===== src/rtl/sem_pkg.sv =====
// Shared types and constants for the Sobel RGB gradient magnitude block.
// No dependencies.
package sem_pkg;
	typedef struct packed {
		logic [7:0] red_in;
		logic [7:0] green_in;
		logic [7:0] blue_in;
	} pix_in_t;

	typedef struct packed {
		logic [10:0] centre_row;
		logic [10:0] centre_col;
		logic [7:0]  red_out;
		logic [7:0]  green_out;
		logic [7:0]  blue_out;
		logic        frame_last;
	} pix_out_t;

	typedef enum logic [1:0] {
		ST_IDLE,
		ST_GAP,
		ST_SQRT,
		ST_HOLD
	} sem_state_t;

	typedef struct packed {
		logic load;
		logic sqrt_step;
		logic sqrt_done;
	} sem_cmd_t;

	typedef struct packed {
		logic has_result;
		logic sqrt_last;
	} sem_status_t;

	localparam logic [0:0] REG_WIDTH  = 1'b0;
	localparam logic [0:0] REG_HEIGHT = 1'b1;
	localparam int SQRT_STEPS = 8;
endpackage


===== src/rtl/sem_ctrl.sv =====
// Controller state machine for the Sobel block.
// Depends on sem_pkg.
module sem_ctrl (
	input  logic                  clk,
	input  logic                  arst_n,
	input  logic                  in_valid,
	output logic                  in_stall,
	output logic                  out_valid,
	input  logic                  out_stall,
	input  sem_pkg::sem_status_t  status,
	output sem_pkg::sem_cmd_t     cmd
);
	import sem_pkg::*;

	sem_state_t state_q, state_d;

	always_ff @(posedge clk or negedge arst_n) begin
		if (!arst_n) state_q <= ST_IDLE;
		else state_q <= state_d;
	end

	always_comb begin
		state_d = state_q;
		cmd = '0;
		in_stall = 1'b1;
		out_valid = 1'b0;
		unique case (state_q)
			ST_IDLE: begin
				in_stall = 1'b0;
				if (in_valid) begin
					cmd.load = 1'b1;
					state_d = status.has_result ? ST_SQRT : ST_GAP;
				end
			end
			// line store read registers refill for the new column
			ST_GAP: begin
				state_d = ST_IDLE;
			end
			ST_SQRT: begin
				cmd.sqrt_step = 1'b1;
				if (status.sqrt_last) begin
					cmd.sqrt_done = 1'b1;
					state_d = ST_HOLD;
				end
			end
			ST_HOLD: begin
				out_valid = 1'b1;
				if (!out_stall) begin
					in_stall = 1'b0;
					if (in_valid) begin
						cmd.load = 1'b1;
						state_d = status.has_result ? ST_SQRT : ST_GAP;
					end else begin
						state_d = ST_IDLE;
					end
				end
			end
			default: state_d = ST_IDLE;
		endcase
	end
endmodule


===== config.mk =====
export PLATFORM = sky130hd
export DESIGN_NAME = sem_ctrl
export DESIGN_NICKNAME = d
export VERILOG_FILES = /design/src/rtl/sem_pkg.sv /design/src/rtl/sem_ctrl.sv
export SDC_FILE = /design/constraint.sdc
export NUM_CORES = 1
export LEC_CHECK = 0
export ABC_AREA = 1
export BUFFER_PORTS_ARGS = -buffer_cell sky130_fd_sc_hd__buf_2
export CAP_MARGIN = 40
export CORE_AREA = 2 2 39 41
export CTS_CLUSTER_DIAMETER = 80
export CTS_CLUSTER_SIZE = 8
export DETAILED_ROUTE_END_ITERATION = 10
export DIE_AREA = 0 0 41 43
export PLACE_DENSITY = 0.44
export SYNTH_ARGS = -nofsm -noshare
export SYNTH_HDL_FRONTEND = slang
export SYNTH_SLANG_ARGS = --single-unit

===== constraint.sdc =====
create_clock -name clk -period 2.8 [get_ports clk]
set_input_delay 0.28 -clock clk [delete_from_list [all_inputs] [get_ports clk]]
set_output_delay 0.28 -clock clk [all_outputs]
set_load 0.05 [all_outputs]

==> results.toml, run 1 <==
[cells_and_area]
fin_area_um2 = 357.8
fin_nets = 65
drive_gt1_frac = 0.3846
regMostFlops = "state_q"
reg_top3 = "state_q: 2 flops"
largest_reg_flops = 2
area_growth_pct = 40.20
diodes = 0

[clock_tree]
clockBufferDepth = 2
cts_setup_buffers = 0
cts_tree = "built"
clock_sinks = 2
cts_buffers = 3
clk_latency_ns = 0.22
h-tree-depth = 1
postCtsResizedCells = 0
hold_buffers = 1
root_buffer = "clkbuf_4"
clk_pin_slew_worst_paths_ns = 0.03

[synthesis]
synth_edf_count = 0
synth_top_area_frac = 0.2451
syn_area_per_cell_um2 = 6.717
ys_top_cells_by_area = "ha_1 (25%), dfrtp_1 (20%), nand2_1 (13%)"
ys_warn_count = 0
synthTopCellsByCount = "nand2_1 (9), inv_1 (6), nand3_1 (6), ha_1 (5), inv_2 (3)"
synth.distinct_cells = 12
synthFlopType = "dfrtp_1"
async_flop_share = 1.000
synth_nets = 49
ys_ff_latch = 2
synth_area_um2 = 255.2
yosysMostFrequentCell = "nand2_1"
synthCells = 38
yosysSeqAreaShare = 0.1961
synth_top_area_cell = "ha_1"

[sta]
finClkSkew_ns = 0.003619
fin_ws_ns = 1.071
hold_viol_final = 0
slew-limit-headroom = 0.8352
timing.setup.tns_ns = 0
worst_slew_pin_slew_ns = 0.2490
setup_violations = 0
whs_ns = 0.3663
fin_crit_sh = 0.6175
rsz0062_at_grt = "no"
fin_crit_ns = 1.729
finalMaxSlewViolations = 0
max_freq_ghz = 0.5784

[detailed_routing]
routed_via_density = 3.779
wl_met2_um = 237
drtIter0Drc = 3
wl_met1_um = 227
postRouteAntennaNets = 0
first_pass_iters = 2
vias = 257
wl_met3_um = 41
dr.max_layer_used = "met3"
routed_wl_um = 506
wire_per_inst_um = 7.441
drc_errors = 0

[pwr]
p_int_mw = 0.1865
power.switching_mw = 0.2691
clkPwrFrac = 0.138
power_density_mw_per_mm2 = 1273
power_frac_seq = 0.133
pwr-share-comb = 0.728
p_leak_nw = 0.2172
vdd_drop_max_mv = 0.4075
p_sw_frac = 0.5906

[job]
max_cap_violations = 0

[hold_path]
min_path_type = "in2async"

[setup_path]
slowest_stage = "dfrtp_1"
worstPathMaxFanout = 4
required_ns = 2.52
startpoint_type = "flip-flop"
path_cells = "inv_1 > ha_1 > nor3_1 > buf_2"
cpPeakStageDelay_ns = 0.38
critPathCaptureType = "output pin"
criticalPathCategory = "reg2out"
crit_arrival_ns = 1.45

[run_status]
status = "finished, final reports clean"

[die]
initial_core_util = 0.1844
fp.dieArea_mm2 = 0.001763
fp-row-count = 14
coreArea_mm2 = 0.001384
io_pins = 11
die_h_um = 43
dieWidth_um = 41

[placed_design]
portBuffers = 10
placed_cell_area_um2 = 325.3
place_congestion = 0.7314
dpl.hpwl_um = 439.2
pre_cts_ws_ns = 1.300

[global_route]
grt.overflow.total = 0
grt_pass1_vias = 220
grt.total_usage = 0.06827
grt_max_degree = 6
grt_pass1_wl_um = 793
antenna_found_initial = 0
## metrics by stage
| step | utilization | power, mW | std cells |
|---|---|---|---|
| after floorplan | - | 0.3329 | 38 |
| after global placement | 0.2351 | 0.3972 | 64 |
| after detailed placement | 0.2351 | 0.3970 | 64 |
| after CTS | 0.2586 | 0.4673 | 68 |
| after global routing | 0.2586 | 0.5045 | 68 |
| final | 0.2586 | 0.4556 | 68 |
## final timing paths
check | slack [ns] | endpoint | from | depth (start not counted)
max | 1.07 | cmd[2] | state_q[0] | 4
min | 0.37 | state_q[1] | arst_n | 2
max reg2reg | 1.59 | state_q[1] | state_q[0] | 8
min reg2reg | 0.53 | state_q[0] | state_q[0] | 2
max in group asynchronous | 2.33 | state_q[0] | arst_n | 2
min in group clk | 0.42 | state_q[1] | status[1] | 5
## per-layer routing
layer,vias to the layer above,GRT usage
li1,144,-
met1,106,0.08360
met2,7,0.09375
met3,0,0.03141
met4,0,0.04000
met5,-,0
## area by class of cell
cell class              count  area [um2]
clock buffers               3       22.52
fillers                   167        1026
inverters                   9       33.78
multi-input cells          27       171.4
flip-flops and latches      2       50.05
well taps                  16       20.02
repair buffers             11       60.06
## power by group through the flow
stage / Sequential (mW) / Clock, mW / Combinational [mW]
2_1_floorplan: 0.0575 / 0 / 0.275
3_3_place_gp: 0.0603 / 0 / 0.337
3_5_place_dp: 0.0625 / 0 / 0.334
4_1_cts: 0.0622 / 0.0674 / 0.338
5_1_grt: 0.0656 / 0.0688 / 0.370
6_report: 0.0607 / 0.0631 / 0.332
## cells in the final DEF (no fill, tap or decap), drive strengths merged
| cell type | Yosys | layout |
|---|---|---|
| dlygate4sd3 | 0 | 1 |
| a21oi | 1 | 1 |
| ha | 5 | 5 |
| nor2 | 2 | 2 |
| dfrtp | 2 | 2 |
| nand3 | 6 | 6 |
| inv | 9 | 9 |
| o21ai | 1 | 1 |
| clkbuf | 0 | 3 |
| buf | 0 | 10 |
| nand2 | 11 | 11 |
| nor3 | 1 | 1 |
## cell families (layout without fill, tap and decap cells)
group | after synthesis | count (layout) | synth area share
AO/OA/AOI/OAI | 2 | 2 | 0.03918
adder cells (fa/ha/maj) | 5 | 5 | 0.2451
buffers and inverters | 9 | 23 | 0.1323
flip-flops | 2 | 2 | 0.1961
AND/OR/NAND/NOR | 20 | 20 | 0.3872
## critical path: cells and delay by family (launching register included)
family	cells	cell delay, ns
DFF	1	0.38
adders and majority gates	1	0.30
and+or+nand+nor	1	0.17
buffers and inverters	2	0.37
Power figures use the tool's default switching activity.
==> run 2: changes to the inputs <==
--- a/config.mk
+++ b/config.mk
@@ -13,7 +13,7 @@
 export CTS_CLUSTER_SIZE = 8
 export DETAILED_ROUTE_END_ITERATION = 10
 export DIE_AREA = 0 0 41 43
-export PLACE_DENSITY = 0.44
+export PLACE_DENSITY = 0.45
 export SYNTH_ARGS = -nofsm -noshare
 export SYNTH_HDL_FRONTEND = slang
 export SYNTH_SLANG_ARGS = --single-unit
==> constraint.sdc (replaced) <==
create_clock -name clk -period 1.57 [get_ports clk]
set_input_delay 0.157 -clock clk [delete_from_list [all_inputs] [get_ports clk]]
set_output_delay 0.157 -clock clk [all_outputs]
set_load 0.05 [all_outputs]
==> run 2 against run 1 <==
First-iteration DRC count down 67%. Die area stayed put. Critical path depth unchanged. Non-clock buffer count unchanged. Critical path type unchanged.
==> results.toml, run 2 (synthesis results as in run 1) <==
[run_status]
status = "finished, final reports clean"

[sta]
rsz0062_at_grt = "yes"
fin_crit_sh = 0.9649
setup_violations = 0
finClkSkew_ns = 0.001137
max_freq_ghz = 0.6601
hold_viol_final = 0
finalMaxSlewViolations = 0
slew-limit-headroom = 0.8354
whs_ns = 0.2436
worst_slew_pin_slew_ns = 0.2487
fin_crit_ns = 1.515

[cells_and_area]
area_growth_pct = 56.37
fin_cells = 68
nFillCells = 150
layout_common_cells = "nand2_1 (9), buf_2 (7), inv_1 (6), nand3_1 (6), clkbuf_4 (5)"
final_common_cell = "nand2_1"
multi_input_area_um2 = 201.4
fin_nets = 65
largest_reg_flops = 2
reg_top3 = "state_q: 2 flops"
drive_gt1_frac = 0.4615
regMostFlops = "state_q"
diodes = 0
fin_area_um2 = 399.1
utilization = 0.2884
seq_area_um2 = 50.05

[global_route]
grt_pass1_wl_um = 834
grt.overflow.total = 0
grt.total_usage = 0.07437
grt_pass1_vias = 248
grt_max_degree = 6
antenna_found_initial = 0

[detailed_routing]
postRouteAntennaNets = 0
drc_errors = 0
wire_per_inst_um = 7.485
vias = 270
drtIter0Drc = 1
first_pass_iters = 2
routed_wl_um = 509
routed_via_density = 3.971

[setup_path]
r2r_start = "state_q[0]"
worstPathMaxFanout = 5
required_ns = 1.41
criticalPathCategory = "reg2out"
reg2reg_depth = 8
crit_arrival_ns = 1.36
reg2reg_setup_slack_ns = 0.34
r2r-end = "state_q[1]"
startpoint_type = "flip-flop"
critPathCaptureType = "output pin"

[clock_tree]
clk_latency_ns = 0.22
root_buffer = "clkbuf_4"
cts_buffers = 3
cts_setup_buffers = 0
clock_sinks = 2
clk_pin_slew_worst_paths_ns = 0.03
cts_tree = "built"
h-tree-depth = 1
clockBufferDepth = 2

[job]
max_cap_violations = 0

[pwr]
total_power_mw = 0.9362
power_density_mw_per_mm2 = 2346
vdd_drop_max_mv = 0.5956
p_leak_nw = 0.2224

[placed_design]
placed_cells = 64
portBuffers = 10
place_congestion = 0.7147
placed_cell_area_um2 = 342.8
dpl.hpwl_um = 429.8

[die]
io_pins = 11
fp-row-count = 14
die_h_um = 43
coreArea_mm2 = 0.001384
dieWidth_um = 41
fp.dieArea_mm2 = 0.001763
initial_core_util = 0.1844

[hold_path]
min_path_type = "in2async"
-- run 2: worst max-delay path by stage --
stage	from	slack [ns]	cells after the start	endpoint
after floorplan	state_q[1]	-0.005	3	in_stall
final	state_q[1]	0.06	4	in_stall
after global placement	state_q[0]	0.19	4	cmd[2]
after CTS	state_q[1]	0.01	4	in_stall
after detailed placement	state_q[0]	0.16	4	cmd[2]
after global routing	state_q[0]	-0.01	4	cmd[2]
-- run 2: layout make-up --
cell class              count  share of cell area
repair buffers             11              0.1787
flip-flops and latches      2              0.1254
clock buffers               3             0.05643
multi-input cells          27              0.5047
well taps                  16             0.05016
inverters                   9             0.08464
-- run 2: power breakdown --
part	leakage [nW]	switching [mW]	internal [mW]	total (mW)
Combinational	0.184	0.465	0.250	0.715
Clock	0.0138	0.0292	0.0843	0.114
Sequential	0.0248	0.0293	0.0787	0.108
Total	0.222	0.524	0.413	0.936
-- run 2: repair_timing --
item / in CTS / in global routing
hold endpoints to repair: 2 / 0
endpoints found under the setup margin: 1 / 3
hold buffers: 1 / 0
cloned: 0 / 0
resized for setup: 3 / 2
-- run 2: per-layer routing --
metal,wire [um],part of all wire,vias to the layer above,track usage
met1,195,0.38,116,0.07419
met2,267,0.52,7,0.1125
met3,46,0.090,0,0.01571
met5,0,0,-,0
li1,-,-,147,-
met4,0,0,0,0.08000
-- run 2: worst max-delay path, cell delays in order (launching register included) --
cell and delay [ns]:
dfrtp_1 0.40, ha_1 0.28, nand2_1 0.14, o21ai_2 0.07, clkbuf_4 0.23
-- run 2: stage by stage --
| step | TNS (ns) | worst slack, ns |
|---|---|---|
| 6_report | 0 | 0.05507 |
| 5_1_grt | -0.03196 | -0.01123 |
| 4_1_cts | 0 | 0.01062 |
| 3_5_place_dp | 0 | 0.1648 |
| 3_3_place_gp | 0 | 0.1857 |
| 2_1_floorplan | -0.005231 | -0.005231 |
==> run 3: changes to the inputs <==
--- a/config.mk
+++ b/config.mk
@@ -5,7 +5,7 @@
 export SDC_FILE = /design/constraint.sdc
 export NUM_CORES = 1
 export LEC_CHECK = 0
-export ABC_AREA = 1
+export ABC_AREA = 0
 export BUFFER_PORTS_ARGS = -buffer_cell sky130_fd_sc_hd__buf_2
 export CAP_MARGIN = 40
 export CORE_AREA = 2 2 39 41
@@ -13,7 +13,8 @@
 export CTS_CLUSTER_SIZE = 8
 export DETAILED_ROUTE_END_ITERATION = 10
 export DIE_AREA = 0 0 41 43
-export PLACE_DENSITY = 0.45
+export HOLD_SLACK_MARGIN = 0.06
+export PLACE_DENSITY = 0.43
 export SYNTH_ARGS = -nofsm -noshare
 export SYNTH_HDL_FRONTEND = slang
 export SYNTH_SLANG_ARGS = --single-unit
==> run 3 against run 2 <==
Combinational power decreased by 1%. Clock skew increased by 0.0036 ns. Synthesized cell count decreased by 34%. Cell count decreased by 15%. Sequential power decreased by 15%. Sequential share of layout area increased by 0.24 points. Clock-buffer cell count unchanged.
==> results.toml, run 3 <==
[run_status]
status = "finished, final reports clean"

[pwr]
total_power_mw = 0.9172
vdd_drop_max_mv = 1.025
p_leak_nw = 0.1958
power_density_mw_per_mm2 = 2342

[sta]
max_freq_ghz = 0.6684
finClkSkew_ns = 0.004700
whs_ns = 0.2385
finalMaxSlewViolations = 0
slew-limit-headroom = 0.8361
fin_crit_sh = 0.9529
worst_slew_pin_slew_ns = 0.2476
hold_viol_final = 0
fin_crit_ns = 1.496
setup_violations = 0
rsz0062_at_grt = "no"
timing.setup.tns_ns = 0

[placed_design]
portBuffers = 10
dpl.hpwl_um = 385.8
place_congestion = 0.6682

[die]
fp.dieArea_mm2 = 0.001763
io_pins = 11
fp-row-count = 14
dieWidth_um = 41
initial_core_util = 0.1600
die_h_um = 43
coreArea_mm2 = 0.001384

[cells_and_area]
area_growth_pct = 76.84
layout_common_cells = "buf_2 (8), inv_1 (4), clkbuf_4 (4)"
reg_top3 = "state_q: 2 flops"
diodes = 0
largest_reg_flops = 2
drive_gt1_frac = 0.6429
final_common_cell = "buf_2"
regMostFlops = "state_q"
fin_nets = 55

[synthesis]
ys_top_cells_by_area = "ha_1 (28%), dfrtp_1 (23%), inv_1 (10%)"
synthFlopType = "dfrtp_1"
synth_edf_count = 0
synth_area_um2 = 221.5
syn_area_per_cell_um2 = 8.858
synth_top_area_cell = "ha_1"
ys_warn_count = 0
synthTopCellsByCount = "inv_1 (6), ha_1 (5), o21ai_0 (3)"
async_flop_share = 1.000
synth.distinct_cells = 11
yosysSeqAreaShare = 0.2260
yosysMostFrequentCell = "inv_1"
synthCells = 25
synth_nets = 36
synth_top_area_frac = 0.2825
ys_ff_latch = 2

[clock_tree]
cts_tree = "built"
clk_pin_slew_worst_paths_ns = 0.03
cts_buffers = 3
clock_sinks = 2
root_buffer = "clkbuf_4"
clk_latency_ns = 0.23
clockBufferDepth = 2
h-tree-depth = 1

[setup_path]
critPathCaptureType = "output pin"
reg2reg_setup_slack_ns = 0.15
required_ns = 1.41
startpoint_type = "flip-flop"
crit_arrival_ns = 1.34
worstPathMaxFanout = 4
criticalPathCategory = "reg2out"

[global_route]
grt_max_degree = 5
grt_pass1_wl_um = 745
antenna_found_initial = 0
grt.total_usage = 0.06827
grt.overflow.total = 0
grt_pass1_vias = 203

[detailed_routing]
drtIter0Drc = 2
vias = 217
postRouteAntennaNets = 0
routed_wl_um = 493
drc_errors = 0
wire_per_inst_um = 8.500
first_pass_iters = 4
routed_via_density = 3.741

[job]
max_cap_violations = 0

[hold_path]
min_path_type = "in2async"
run 3: worst max-delay path: stages, from the launching register on:
cell,delay (ns)
dfrtp_1,0.38
buf_4,0.16
ha_2,0.20
nand2_1,0.11
o21ai_2,0.06
clkbuf_4,0.21
run 3: final cells by class:
type / instances / area (um2)
Inverter: 6 / 22.52
Sequential cell: 2 / 50.05
Clock buffer: 3 / 22.52
Multi-Input combinational cell: 17 / 185.2
Fill cell: 144 / 992.2
Tap cell: 16 / 20.02
Timing Repair Buffer: 14 / 91.34
run 3: path summary, 6_finish.rpt:
path	from	endpoint	cells after the start
setup / recovery	state_q[1]	in_stall	5
hold / removal	arst_n	state_q[1]	2
setup reg to reg	state_q[0]	state_q[0]	6
hold reg to reg	state_q[0]	state_q[0]	2
max in group asynchronous	arst_n	state_q[0]	2
min in group clk	status[1]	state_q[1]	4
run 3: what timing repair did:
action / in CTS / in global routing
buffers inserted: 0 / 1
gates resized for setup: 4 / 3
hold endpoints to repair: 2 / 0
hold buffers: 1 / 0
endpoints found under the setup margin: 1 / 1
run 3: stage by stage:
step / worst slack, ns / std cells / cell area (um2) / util
after floorplan: 0.05119 / 25 / 251.5 / -
after global placement: 0.02785 / 53 / 336.6 / 0.2432
after detailed placement: 0.03430 / 53 / 336.6 / 0.2432
after CTS: 0.03317 / 57 / 377.9 / 0.2731
after global routing: 0.01989 / 58 / 391.6 / 0.2830
final: 0.07396 / 58 / 391.6 / 0.2830
run 3: routing by layer:
layer,vias to the layer above,global-route usage,part of all wire
met1,89,0.07395,0.49
met3,0,0.03141,0.083
met4,0,0.08000,0
met5,-,0,0
met2,10,0.08438,0.43
li1,118,-,-
run 3: cell families after synthesis:
kind of cell | Yosys count | synth area share
and+or+nand+nor | 4 | 0.1074
adders and majority gates | 5 | 0.2825
AOI/OAI and AO/OA | 6 | 0.1808
DFF | 2 | 0.2260
buffers and inverters | 6 | 0.1017
muxes | 2 | 0.1017
run 3: report_power, final:
part | switching, mW | internal (mW)
registers | 0.0147 | 0.0776
logic | 0.425 | 0.282
clock network | 0.0331 | 0.0847
total | 0.473 | 0.444
